===== config.mk =====
export PLATFORM = sky130hd
export DESIGN_NAME = resp_command_stream_parser_flat
export DESIGN_NICKNAME = d
export VERILOG_FILES = /design/src/rtl/rcsp_pkg.sv /design/src/rtl/rcsp_ifs.sv /design/src/rtl/resp_command_stream_parser.sv /design/src/flat_wrapper.sv
export SDC_FILE = /design/constraint.sdc
export NUM_CORES = 1
export LEC_CHECK = 0
export BUFFER_PORTS_ARGS = -buffer_cell sky130_fd_sc_hd__buf_2
export CORE_MARGIN = 2
export CORE_UTILIZATION = 50
export CTS_BUF_LIST = sky130_fd_sc_hd__clkbuf_4
export DETAILED_ROUTE_END_ITERATION = 8
export PLACE_DENSITY = 0.69
export RECOVER_POWER = 25
export SLEW_MARGIN = 20
export SYNTH_ARGS = -nofsm -noshare
export SYNTH_HDL_FRONTEND = slang
export SYNTH_SLANG_ARGS = --single-unit

===== constraint.sdc =====
create_clock -name clock -period 6.9 [get_ports clock]
set_input_delay 0.69 -clock clock [delete_from_list [all_inputs] [get_ports clock]]
set_output_delay 0.69 -clock clock [all_outputs]
set_load 0.01 [all_outputs]

===== src/rtl/rcsp_pkg.sv =====
// Shared types and constants for the request stream parser.
`timescale 1ns / 1ps
package rcsp_pkg;

   localparam int COUNT_BITS  = 16;
   localparam int LENGTH_BITS = 32;
   localparam int NUM_BITS    = 32;
   localparam int ARGS_BITS   = 16;
   localparam int ARGLEN_BITS = 31;
   localparam int CSR_BITS    = 31;

   localparam logic [7:0] CH_STAR   = 8'h2A;
   localparam logic [7:0] CH_DOLLAR = 8'h24;
   localparam logic [7:0] CH_CR     = 8'h0D;
   localparam logic [7:0] CH_LF     = 8'h0A;
   localparam logic [7:0] CH_SPACE  = 8'h20;
   localparam logic [7:0] CH_TAB    = 8'h09;
   localparam logic [7:0] CH_PLUS   = 8'h2B;
   localparam logic [7:0] CH_MINUS  = 8'h2D;
   localparam logic [7:0] CH_ZERO   = 8'h30;
   localparam logic [7:0] CH_NINE   = 8'h39;

   localparam logic [ARGS_BITS-1:0]   MAX_ARGS_RST   = ARGS_BITS'(1024);
   localparam logic [ARGLEN_BITS-1:0] MAX_ARGLEN_RST = ARGLEN_BITS'(1048576);

   typedef enum logic {
      CSR_MAX_ARGS    = 1'b0,
      CSR_MAX_ARG_LEN = 1'b1
   } csr_index_type;

   typedef enum logic [2:0] {
      PH_STAR   = 3'd0,
      PH_COUNT  = 3'd1,
      PH_DOLLAR = 3'd2,
      PH_LENGTH = 3'd3,
      PH_DATA   = 3'd4,
      PH_CR     = 3'd5,
      PH_LF     = 3'd6,
      PH_ERROR  = 3'd7
   } phase_type;

   typedef enum logic [2:0] {
      ERR_BAD_STAR   = 3'd0,
      ERR_BAD_COUNT  = 3'd1,
      ERR_BAD_DOLLAR = 3'd2,
      ERR_NEG_LENGTH = 3'd3,
      ERR_NO_CRLF    = 3'd4,
      ERR_LIMIT      = 3'd5
   } err_code_type;

   typedef struct packed {
      logic                started;
      logic                neg;
      logic                stopped;
      logic                crpend;
      logic [NUM_BITS-1:0] accum;
   } num_type;

endpackage


===== src/rtl/rcsp_ifs.sv =====
// Valid/ready stream interfaces for request bytes and parser results.
`timescale 1ns / 1ps
interface rcsp_req_if;
   import rcsp_pkg::*;
   logic       valid;
   logic       ready;
   logic [7:0] byte_in;
   modport source (output valid, output byte_in, input ready);
   modport sink (input valid, input byte_in, output ready);
endinterface

interface rcsp_rsp_if;
   import rcsp_pkg::*;
   logic        valid;
   logic        ready;
   logic        data_valid;
   logic [7:0]  payload_byte;
   logic [15:0] arg_index;
   logic        arg_end;
   logic        command_end;
   logic [15:0] arg_count;
   logic        error_flag;
   logic [2:0]  error_code;
   modport source (output valid, output data_valid, output payload_byte, output arg_index,
                   output arg_end, output command_end, output arg_count,
                   output error_flag, output error_code, input ready);
   modport sink (input valid, input data_valid, input payload_byte, input arg_index,
                 input arg_end, input command_end, input arg_count,
                 input error_flag, input error_code, output ready);
endinterface


===== src/rtl/resp_command_stream_parser.sv =====
// Top level: byte-serial parser for star/dollar framed request commands.
//
// Usage:
//   req_bus carries one raw byte of the request stream per transfer.
//   rsp_bus carries at most one result per byte: a payload byte tagged
//   with its argument index, an end-of-argument mark (with command end on
//   the last argument), or the sticky error result with its code.
//   Marker bytes, count and length lines and the payload CR give no result.
//   csr_wr_en/csr_index/csr_wdata write max_args (index 0) and
//   max_arg_length (index 1); write only while the parser is idle.
// Timing:
//   One byte per cycle unless rsp_bus stalls; a result is valid on rsp_bus
//   in the cycle after its byte's transfer, held in one output register.
//   The per-byte state update is short combinational logic ahead of it.
// Reset:
//   Synchronous reset clears the parser to wait for a star marker and
//   restores the limit registers to 1024 and 1048576. Only reset leaves the
//   error state.
// Stall:
//   While a result waits on rsp_bus with ready low, req_bus.ready is low.
`timescale 1ns / 1ps
module resp_command_stream_parser (
   input  logic                            clock,
   input  logic                            reset,
   rcsp_req_if.sink                        req_bus,
   rcsp_rsp_if.source                      rsp_bus,
   input  logic                            csr_wr_en,
   input  rcsp_pkg::csr_index_type         csr_index,
   input  logic [rcsp_pkg::CSR_BITS-1:0]   csr_wdata
);
   import rcsp_pkg::*;

   localparam logic [NUM_BITS:0] CNT_CAP = (33'(1) << COUNT_BITS) - 33'(1);
   localparam logic [NUM_BITS:0] LEN_CAP = (33'(1) << LENGTH_BITS) - 33'(1);

   function automatic num_type feed_number(num_type n_cur, logic [7:0] c);
      num_type           n;
      logic              digit;
      logic              blank;
      logic [NUM_BITS+3:0] prod;
      n     = n_cur;
      digit = (c >= CH_ZERO) && (c <= CH_NINE);
      blank = (c == CH_SPACE) || ((c >= CH_TAB) && (c <= CH_CR));
      prod  = ({4'b0, n.accum} << 3) + ({4'b0, n.accum} << 1)
              + (NUM_BITS+4)'(c - CH_ZERO);
      if (!n.stopped) begin
         if (!n.started && blank) begin
            n = n_cur;
         end else if (!n.started && ((c == CH_PLUS) || (c == CH_MINUS))) begin
            n.started = 1'b1;
            n.neg     = (c == CH_MINUS);
         end else begin
            n.started = 1'b1;
            if (digit) begin
               if (prod[NUM_BITS+3:NUM_BITS] != 4'b0) begin
                  n.accum = '1;
               end else begin
                  n.accum = prod[NUM_BITS-1:0];
               end
            end else begin
               n.stopped = 1'b1;
            end
         end
      end
      return n;
   endfunction

   logic [ARGS_BITS-1:0]   max_args_ff;
   logic [ARGLEN_BITS-1:0] max_arg_len_ff;

   phase_type              phase_ff, phase_in;
   logic [COUNT_BITS-1:0]  expected_args_ff, expected_args_in;
   logic [COUNT_BITS-1:0]  current_arg_ff, current_arg_in;
   logic [LENGTH_BITS-1:0] bytes_left_ff, bytes_left_in;
   num_type                num_ff, num_in;
   err_code_type           err_ff, err_in;

   num_type                line_num;
   logic                   line_done;
   logic [COUNT_BITS:0]    arg_next;
   logic [7:0]             c;

   logic                   res_emit;
   logic                   res_dv;
   logic [7:0]             res_pb;
   logic [15:0]            res_idx;
   logic                   res_ae;
   logic                   res_ce;
   logic [15:0]            res_cnt;
   logic                   res_err;
   err_code_type           res_code;

   logic                   req_accept;
   logic                   rsp_valid_ff;
   logic                   rsp_dv_ff;
   logic [7:0]             rsp_pb_ff;
   logic [15:0]            rsp_idx_ff;
   logic                   rsp_ae_ff;
   logic                   rsp_ce_ff;
   logic [15:0]            rsp_cnt_ff;
   logic                   rsp_err_ff;
   err_code_type           rsp_code_ff;

   assign c          = req_bus.byte_in;
   assign req_accept = req_bus.valid && req_bus.ready;
   assign req_bus.ready = !rsp_valid_ff || rsp_bus.ready;
   assign arg_next   = {1'b0, current_arg_ff} + (COUNT_BITS+1)'(1);

   always_comb begin
      line_num  = num_ff;
      line_done = 1'b0;
      if (num_ff.crpend && (c == CH_LF)) begin
         line_done = 1'b1;
      end else begin
         if (line_num.crpend) begin
            line_num.crpend = 1'b0;
            line_num = feed_number(line_num, CH_CR);
         end
         if (c == CH_CR) begin
            line_num.crpend = 1'b1;
         end else begin
            line_num = feed_number(line_num, c);
         end
      end
   end

   always_comb begin
      phase_in         = phase_ff;
      expected_args_in = expected_args_ff;
      current_arg_in   = current_arg_ff;
      bytes_left_in    = bytes_left_ff;
      num_in           = num_ff;
      err_in           = err_ff;
      res_emit         = 1'b0;
      res_dv           = 1'b0;
      res_pb           = '0;
      res_idx          = 16'(current_arg_ff);
      res_ae           = 1'b0;
      res_ce           = 1'b0;
      res_cnt          = 16'(expected_args_ff);
      res_err          = 1'b0;
      res_code         = ERR_BAD_STAR;
      unique case (phase_ff)
         PH_STAR: begin
            if (c == CH_STAR) begin
               phase_in = PH_COUNT;
               num_in   = '0;
            end else begin
               phase_in = PH_ERROR;
               err_in   = ERR_BAD_STAR;
            end
         end
         PH_COUNT: begin
            if (line_done) begin
               if ((num_ff.accum == '0) || num_ff.neg) begin
                  phase_in = PH_ERROR;
                  err_in   = ERR_BAD_COUNT;
               end else if (({1'b0, num_ff.accum} > (NUM_BITS+1)'(max_args_ff))
                            || ({1'b0, num_ff.accum} > CNT_CAP)) begin
                  phase_in = PH_ERROR;
                  err_in   = ERR_LIMIT;
               end else begin
                  expected_args_in = num_ff.accum[COUNT_BITS-1:0];
                  current_arg_in   = '0;
                  phase_in         = PH_DOLLAR;
               end
            end else begin
               num_in = line_num;
            end
         end
         PH_DOLLAR: begin
            if (c == CH_DOLLAR) begin
               phase_in = PH_LENGTH;
               num_in   = '0;
            end else begin
               phase_in = PH_ERROR;
               err_in   = ERR_BAD_DOLLAR;
            end
         end
         PH_LENGTH: begin
            if (line_done) begin
               if (num_ff.neg && (num_ff.accum != '0)) begin
                  phase_in = PH_ERROR;
                  err_in   = ERR_NEG_LENGTH;
               end else if (({1'b0, num_ff.accum} > (NUM_BITS+1)'(max_arg_len_ff))
                            || ({1'b0, num_ff.accum} > LEN_CAP)) begin
                  phase_in = PH_ERROR;
                  err_in   = ERR_LIMIT;
               end else begin
                  bytes_left_in = num_ff.accum[LENGTH_BITS-1:0];
                  phase_in      = (num_ff.accum != '0) ? PH_DATA : PH_CR;
               end
            end else begin
               num_in = line_num;
            end
         end
         PH_DATA: begin
            res_emit      = 1'b1;
            res_dv        = 1'b1;
            res_pb        = c;
            bytes_left_in = bytes_left_ff - LENGTH_BITS'(1);
            if (bytes_left_ff == LENGTH_BITS'(1)) begin
               phase_in = PH_CR;
            end
         end
         PH_CR: begin
            if (c == CH_CR) begin
               phase_in = PH_LF;
            end else begin
               phase_in = PH_ERROR;
               err_in   = ERR_NO_CRLF;
            end
         end
         PH_LF: begin
            if (c != CH_LF) begin
               phase_in = PH_ERROR;
               err_in   = ERR_NO_CRLF;
            end else begin
               res_emit = 1'b1;
               res_ae   = 1'b1;
               if (arg_next >= {1'b0, expected_args_ff}) begin
                  res_ce           = 1'b1;
                  phase_in         = PH_STAR;
                  expected_args_in = '0;
                  current_arg_in   = '0;
                  bytes_left_in    = '0;
               end else begin
                  current_arg_in = arg_next[COUNT_BITS-1:0];
                  phase_in       = PH_DOLLAR;
               end
            end
         end
         PH_ERROR: begin
            phase_in = PH_ERROR;
         end
         default: begin
            phase_in = PH_ERROR;
         end
      endcase
      if (phase_in == PH_ERROR) begin
         res_emit = 1'b1;
         res_dv   = 1'b0;
         res_pb   = '0;
         res_ae   = 1'b0;
         res_ce   = 1'b0;
         res_idx  = 16'(current_arg_in);
         res_cnt  = 16'(expected_args_in);
         res_err  = 1'b1;
         res_code = err_in;
      end
   end

   always_ff @(posedge clock) begin
      if (reset) begin
         max_args_ff    <= MAX_ARGS_RST;
         max_arg_len_ff <= MAX_ARGLEN_RST;
      end else if (csr_wr_en) begin
         unique case (csr_index)
            CSR_MAX_ARGS:    max_args_ff    <= csr_wdata[ARGS_BITS-1:0];
            CSR_MAX_ARG_LEN: max_arg_len_ff <= csr_wdata[ARGLEN_BITS-1:0];
            default:         max_args_ff    <= max_args_ff;
         endcase
      end
   end

   always_ff @(posedge clock) begin
      if (reset) begin
         phase_ff         <= PH_STAR;
         expected_args_ff <= '0;
         current_arg_ff   <= '0;
         bytes_left_ff    <= '0;
         num_ff           <= '0;
         err_ff           <= ERR_BAD_STAR;
      end else if (req_accept) begin
         phase_ff         <= phase_in;
         expected_args_ff <= expected_args_in;
         current_arg_ff   <= current_arg_in;
         bytes_left_ff    <= bytes_left_in;
         num_ff           <= num_in;
         err_ff           <= err_in;
      end
   end

   always_ff @(posedge clock) begin
      if (reset) begin
         rsp_valid_ff <= 1'b0;
      end else if (req_accept && res_emit) begin
         rsp_valid_ff <= 1'b1;
      end else if (rsp_bus.ready) begin
         rsp_valid_ff <= 1'b0;
      end
   end

   always_ff @(posedge clock) begin
      if (req_accept && res_emit) begin
         rsp_dv_ff   <= res_dv;
         rsp_pb_ff   <= res_pb;
         rsp_idx_ff  <= res_idx;
         rsp_ae_ff   <= res_ae;
         rsp_ce_ff   <= res_ce;
         rsp_cnt_ff  <= res_cnt;
         rsp_err_ff  <= res_err;
         rsp_code_ff <= res_code;
      end
   end

   assign rsp_bus.valid        = rsp_valid_ff;
   assign rsp_bus.data_valid   = rsp_dv_ff;
   assign rsp_bus.payload_byte = rsp_pb_ff;
   assign rsp_bus.arg_index    = rsp_idx_ff;
   assign rsp_bus.arg_end      = rsp_ae_ff;
   assign rsp_bus.command_end  = rsp_ce_ff;
   assign rsp_bus.arg_count    = rsp_cnt_ff;
   assign rsp_bus.error_flag   = rsp_err_ff;
   assign rsp_bus.error_code   = rsp_err_ff ? 3'(rsp_code_ff) : 3'b000;

`ifndef SYNTH
   a_error_sticky: assert property (@(posedge clock) disable iff (reset)
      phase_ff == PH_ERROR |=> phase_ff == PH_ERROR)
      else $error("parser left the error state without reset");

   a_stall_blocks_input: assert property (@(posedge clock) disable iff (reset)
      rsp_valid_ff && !rsp_bus.ready |-> !req_bus.ready)
      else $error("input taken while result is stalled");

   a_result_kind: assert property (@(posedge clock) disable iff (reset)
      rsp_valid_ff |-> $countones({rsp_dv_ff, rsp_ae_ff, rsp_err_ff}) == 1)
      else $error("result is not exactly one of payload, argument end, error");

   a_arg_in_range: assert property (@(posedge clock) disable iff (reset)
      (phase_ff == PH_DOLLAR || phase_ff == PH_LENGTH || phase_ff == PH_DATA
       || phase_ff == PH_CR || phase_ff == PH_LF)
      |-> current_arg_ff < expected_args_ff)
      else $error("argument index beyond command argument count");
`endif

endmodule

===== src/flat_wrapper.sv =====
// flat-port wrapper written by rule: the top's interface ports become plain ports
module resp_command_stream_parser_flat import rcsp_pkg::*;
  (clock, reset, csr_wr_en, csr_index, csr_wdata, req_bus_valid, req_bus_byte_in, req_bus_ready, rsp_bus_valid, rsp_bus_data_valid, rsp_bus_payload_byte, rsp_bus_arg_index, rsp_bus_arg_end, rsp_bus_command_end, rsp_bus_arg_count, rsp_bus_error_flag, rsp_bus_error_code, rsp_bus_ready);
  rcsp_req_if req_bus_i ();
  rcsp_rsp_if rsp_bus_i ();
  input  logic clock;
  input  logic reset;
  input  logic csr_wr_en;
  input  rcsp_pkg::csr_index_type csr_index;
  input  logic [rcsp_pkg::CSR_BITS-1:0] csr_wdata;
  input wire logic [$bits(req_bus_i.valid)-1:0] req_bus_valid;
  input wire logic [$bits(req_bus_i.byte_in)-1:0] req_bus_byte_in;
  output wire logic [$bits(req_bus_i.ready)-1:0] req_bus_ready;
  output wire logic [$bits(rsp_bus_i.valid)-1:0] rsp_bus_valid;
  output wire logic [$bits(rsp_bus_i.data_valid)-1:0] rsp_bus_data_valid;
  output wire logic [$bits(rsp_bus_i.payload_byte)-1:0] rsp_bus_payload_byte;
  output wire logic [$bits(rsp_bus_i.arg_index)-1:0] rsp_bus_arg_index;
  output wire logic [$bits(rsp_bus_i.arg_end)-1:0] rsp_bus_arg_end;
  output wire logic [$bits(rsp_bus_i.command_end)-1:0] rsp_bus_command_end;
  output wire logic [$bits(rsp_bus_i.arg_count)-1:0] rsp_bus_arg_count;
  output wire logic [$bits(rsp_bus_i.error_flag)-1:0] rsp_bus_error_flag;
  output wire logic [$bits(rsp_bus_i.error_code)-1:0] rsp_bus_error_code;
  input wire logic [$bits(rsp_bus_i.ready)-1:0] rsp_bus_ready;
  assign req_bus_i.valid = req_bus_valid;
  assign req_bus_i.byte_in = req_bus_byte_in;
  assign req_bus_ready = req_bus_i.ready;
  assign rsp_bus_valid = rsp_bus_i.valid;
  assign rsp_bus_data_valid = rsp_bus_i.data_valid;
  assign rsp_bus_payload_byte = rsp_bus_i.payload_byte;
  assign rsp_bus_arg_index = rsp_bus_i.arg_index;
  assign rsp_bus_arg_end = rsp_bus_i.arg_end;
  assign rsp_bus_command_end = rsp_bus_i.command_end;
  assign rsp_bus_arg_count = rsp_bus_i.arg_count;
  assign rsp_bus_error_flag = rsp_bus_i.error_flag;
  assign rsp_bus_error_code = rsp_bus_i.error_code;
  assign rsp_bus_i.ready = rsp_bus_ready;
  resp_command_stream_parser u_core (.clock(clock), .reset(reset), .req_bus(req_bus_i), .rsp_bus(rsp_bus_i), .csr_wr_en(csr_wr_en), .csr_index(csr_index), .csr_wdata(csr_wdata));
endmodule

==> impl_summary.log <==
INFO  metric status = complete, but fails checks
INFO  metric failed_checks = max-capacitance violations, max-slew violations
INFO  metric drc = 0
INFO  metric post_synth.cell_area_avg = 8.566 µm²
INFO  metric core_region_area = 25980 µm²
INFO  metric synth-async-reset-ratio = 0%
INFO  metric synth.largest_area_cell = dfxtp_1
INFO  metric initialDrtViolationCount = 762
INFO  metric netlist_instances = 1541
INFO  metric grt.total_usage = 25.26%
INFO  metric min_path_type = input port to flip-flop
INFO  metric powerDensity = 194.7 nW/µm²
INFO  metric grt_max_degree = 82
INFO  metric number_of_antenna_violations_at_the_first_check_in_global_routing = 1
INFO  metric port_buffers = 93
INFO  metric route.vias.total = 11710
INFO  metric place_inst = 1873
INFO  metric postCtsHoldBufs = 0
INFO  metric area_fraction_of_the_dominant_cell_type_after_synthesis = 23.36%
INFO  metric worst_setup_endpoint = u_core.rsp_bus.arg_count[3]
INFO  metric nets = 1777
INFO  metric ys.warnings.count = 0
INFO  metric final_period_minus_worst_setup_slack = 5.662 ns
INFO  metric postRouteWirelength = 35100 µm
INFO  metric grt_overflow = 0
INFO  metric rsz0062_at_grt = false
INFO  metric worst-endpoint-arrival = 6.07 ns
INFO  metric end_kind = flip-flop
INFO  metric drt-wirelength-per-cell = 17.77 µm
INFO  metric globalplace.congestion = 0.9645
INFO  metric post_synthesis_cell_area = 13200 µm²
INFO  metric first_pass_grt_wire_length = 57790 µm
INFO  metric timing.final.setup_violations = 0
INFO  metric ys.flop_type = dfxtp_1
INFO  metric worst_setup_path_start_kind = flip-flop
INFO  metric layout-area-overhead-vs-synth = 9.952%
INFO  metric critical_path.max_fanout = 34
INFO  metric number_of_enable_type_register_cells_in_the_synthesized_netlist = 47
INFO  metric clk_transition_reported_paths = 0.07 ns
INFO  metric floorplan.initialDensity = 50.80%
INFO  metric crit_path_start = u_core.current_arg_ff[0]
INFO  metric slew-limit-headroom = -158.9%
INFO  metric cts_tree = done
INFO  metric timing.rr.start = u_core.current_arg_ff[0]
INFO  metric cts.htree.levels = 2
INFO  metric cts_root_buffer = clkbuf_4
INFO  metric die_height = 166.5 µm
INFO  metric worstMarginPinSlew = 3.884 ns
INFO  metric post-dp-hpwl = 25580 µm
INFO  metric timing.fmax = 176.6 MHz
INFO  metric post_route_cells_drive_above_1_share = 14.34%
INFO  metric ant_nets = 0
INFO  metric grt_pass1_vias = 11500
INFO  metric worst_r2r_path_depth = 17
INFO  metric cts_setup_buffers = 0
INFO  metric r2r_setup_slack = 1.24 ns
INFO  metric hold_viol = 0
INFO  metric skew = 0.04977 ns
INFO  metric cts.path.max_buffers = 3
INFO  metric fp.dieArea = 27720 µm²
INFO  metric p_leak = 6.276 nW
INFO  metric pin_count = 94
INFO  metric regToRegEndpoint = u_core.rsp_bus.arg_count[3]
INFO  metric post_layout_nonfiller_instances = 1975
INFO  metric overall_die_width = 166.5 µm
INFO  metric synth_cell_type_count = 83
INFO  metric worst-setup-path-type = flip-flop to flip-flop
INFO  metric synth_fp_nets = 1723
INFO  metric cts_resized = 0
INFO  metric cell_with_the_most_instances_after_synthesis = nand2_1
INFO  metric finalCritPeriodShare = 82.05%
INFO  metric leading_post_synthesis_cells_by_cell_area = dfxtp_1 (23%), edfxtp_1 (11%), ha_1 (10%), a21oi_1 (5.7%), nand2_1 (4.8%)
INFO  metric synth_top_cells_by_count = nand2_1 (170), dfxtp_1 (154), a21oi_1 (150)
INFO  metric number_of_register_bits_inferred_by_synthesis = 201
INFO  metric worstSkewPairLatency = 0.72 ns
INFO  metric synth-seq-area-share = 34.05%
INFO  metric firstDrtPassIters = 5
INFO  metric worst-endpoint-required = 7.31 ns
INFO  metric tritoncts.num_buffers = 55
INFO  metric totalNegativeSetupSlack = 0 ns
INFO  metric ir_worst_vdd = 0.0001310 V
INFO  metric drv_cap = 1
INFO  metric clock_sink_count = 201
INFO  metric placementRows = 59
INFO  metric routed_vias_inst = 5.927
INFO  metric slew_violations = 82
==> state kept, by name (all words and copies together) (netlist names) <==
signal,count
u_core.rsp_bus.arg_count,16
u_core.num_ff,36
u_core.max_arg_len_ff,31
u_core.rsp_bus.arg_end,1
u_core.expected_args_ff,16
u_core.rsp_bus.error_flag,1
u_core.current_arg_ff,16
u_core.rsp_bus.payload_byte,8
u_core.phase_ff,3
u_core.rsp_bus.valid,1
u_core.max_args_ff,16
u_core.err_ff,3
u_core.bytes_left_ff,32
u_core.rsp_code_ff,3
u_core.rsp_bus.command_end,1
u_core.rsp_bus.arg_index,16
u_core.rsp_bus.data_valid,1
==> per-layer routing <==
metal,global-route usage (%),wire [µm],vias to the layer above
met4,11.24,1407,0
li1,-,-,5702
met1,31.72,15050,5560
met2,42.35,16540,356
met3,4.824,2100,87
met5,0,0,-
==> report_power, final <==
part	internal (mW)	switching [mW]
clock network	0.585	0.515
registers	1.26	0.0271
logic	0.154	0.284
total	2.00	0.826
==> worst min path at each step <==
| stage | from | to | slack [ns] | depth (start not counted) |
|---|---|---|---|---|
| 6_report | csr_wdata[3] | u_core.max_args_ff[3] | 0.23 | 3 |
| 5_1_grt | csr_wdata[3] | u_core.max_args_ff[3] | 0.20 | 3 |
| 4_1_cts | csr_wdata[3] | u_core.max_args_ff[3] | 0.19 | 3 |
| 3_5_place_dp | u_core.max_args_ff[12] | u_core.max_args_ff[12] | 0.45 | 2 |
| 3_3_place_gp | u_core.max_arg_len_ff[15] | u_core.max_arg_len_ff[15] | 0.44 | 2 |
| 2_1_floorplan | u_core.max_arg_len_ff[10] | u_core.max_arg_len_ff[10] | 0.44 | 2 |
==> layout make-up <==
| type | count | area, µm² |
|---|---|---|
| inverters | 112 | 420.4 |
| clock inverters | 12 | 62.56 |
| clock buffers | 89 | 668.1 |
| flip-flops and latches | 201 | 4494 |
| multi-input cells | 1121 | 7904 |
| fillers | 2467 | 11470 |
| repair buffers | 104 | 543.0 |
| well taps | 335 | 419.2 |
| diodes | 1 | 2.502 |
==> layout by cell type (no fill, tap or decap), types with 11 or more instances in the layout <==
cell type / instances
and2_1: 11
and3_1: 23
ha_1: 106
nor4_1: 18
o211ai_1: 13
a211oi_1: 16
xor2_1: 23
dfxtp_1: 154
or2_2: 12
a21o_1: 24
o21ai_0: 59
clkbuf_4: 89
edfxtp_1: 47
a22o_1: 20
nor2_1: 92
buf_2: 92
nor2b_1: 12
inv_1: 112
nor3_1: 31
nand4_1: 15
nand2_1: 169
nand3_1: 32
xnor2_1: 31
a21oi_1: 148
nand2b_1: 18
fa_1: 31
a221o_1: 33
==> critical path: stages, from the launching register on <==
cell       delay, ns
dfxtp_1         0.43
ha_1            0.25
and3_1          0.25
and3_1          0.27
and3_1          0.30
nand3_1         0.15
xnor2_1         0.21
ha_1            0.29
a211oi_1        0.26
o211ai_1        0.15
a2111oi_0       0.48
a21oi_1         0.20
o21ai_1         0.21
a21oi_1         0.08
or3_1           0.34
a2bb2oi_1       0.23
a21oi_4         0.88
buf_4           0.36
==> stage by stage <==
stage	instance area (µm²)	hold slack, ns	setup slack [ns]	power, mW	utilization (%)
after floorplan	13200	0.4363	0.5917	1.613	-
after global placement	13780	0.4433	1.497	1.739	53.05
after detailed placement	13790	0.4486	1.279	1.748	53.05
after CTS	14520	0.1856	1.241	2.847	55.86
after global routing	14510	0.2023	0.6411	2.965	55.86
final	14510	0.2281	1.238	2.825	55.86
==> kinds of logic after synthesis <==
family,synth area share (%)
fa+ha+maj,14.75
buf+inv,6.313
flops,34.05
compound gates,22.09
mux,0.8436
xor+xnor,3.583
simple gates,18.37
Note: power is estimated with default switching activity, not from simulation.
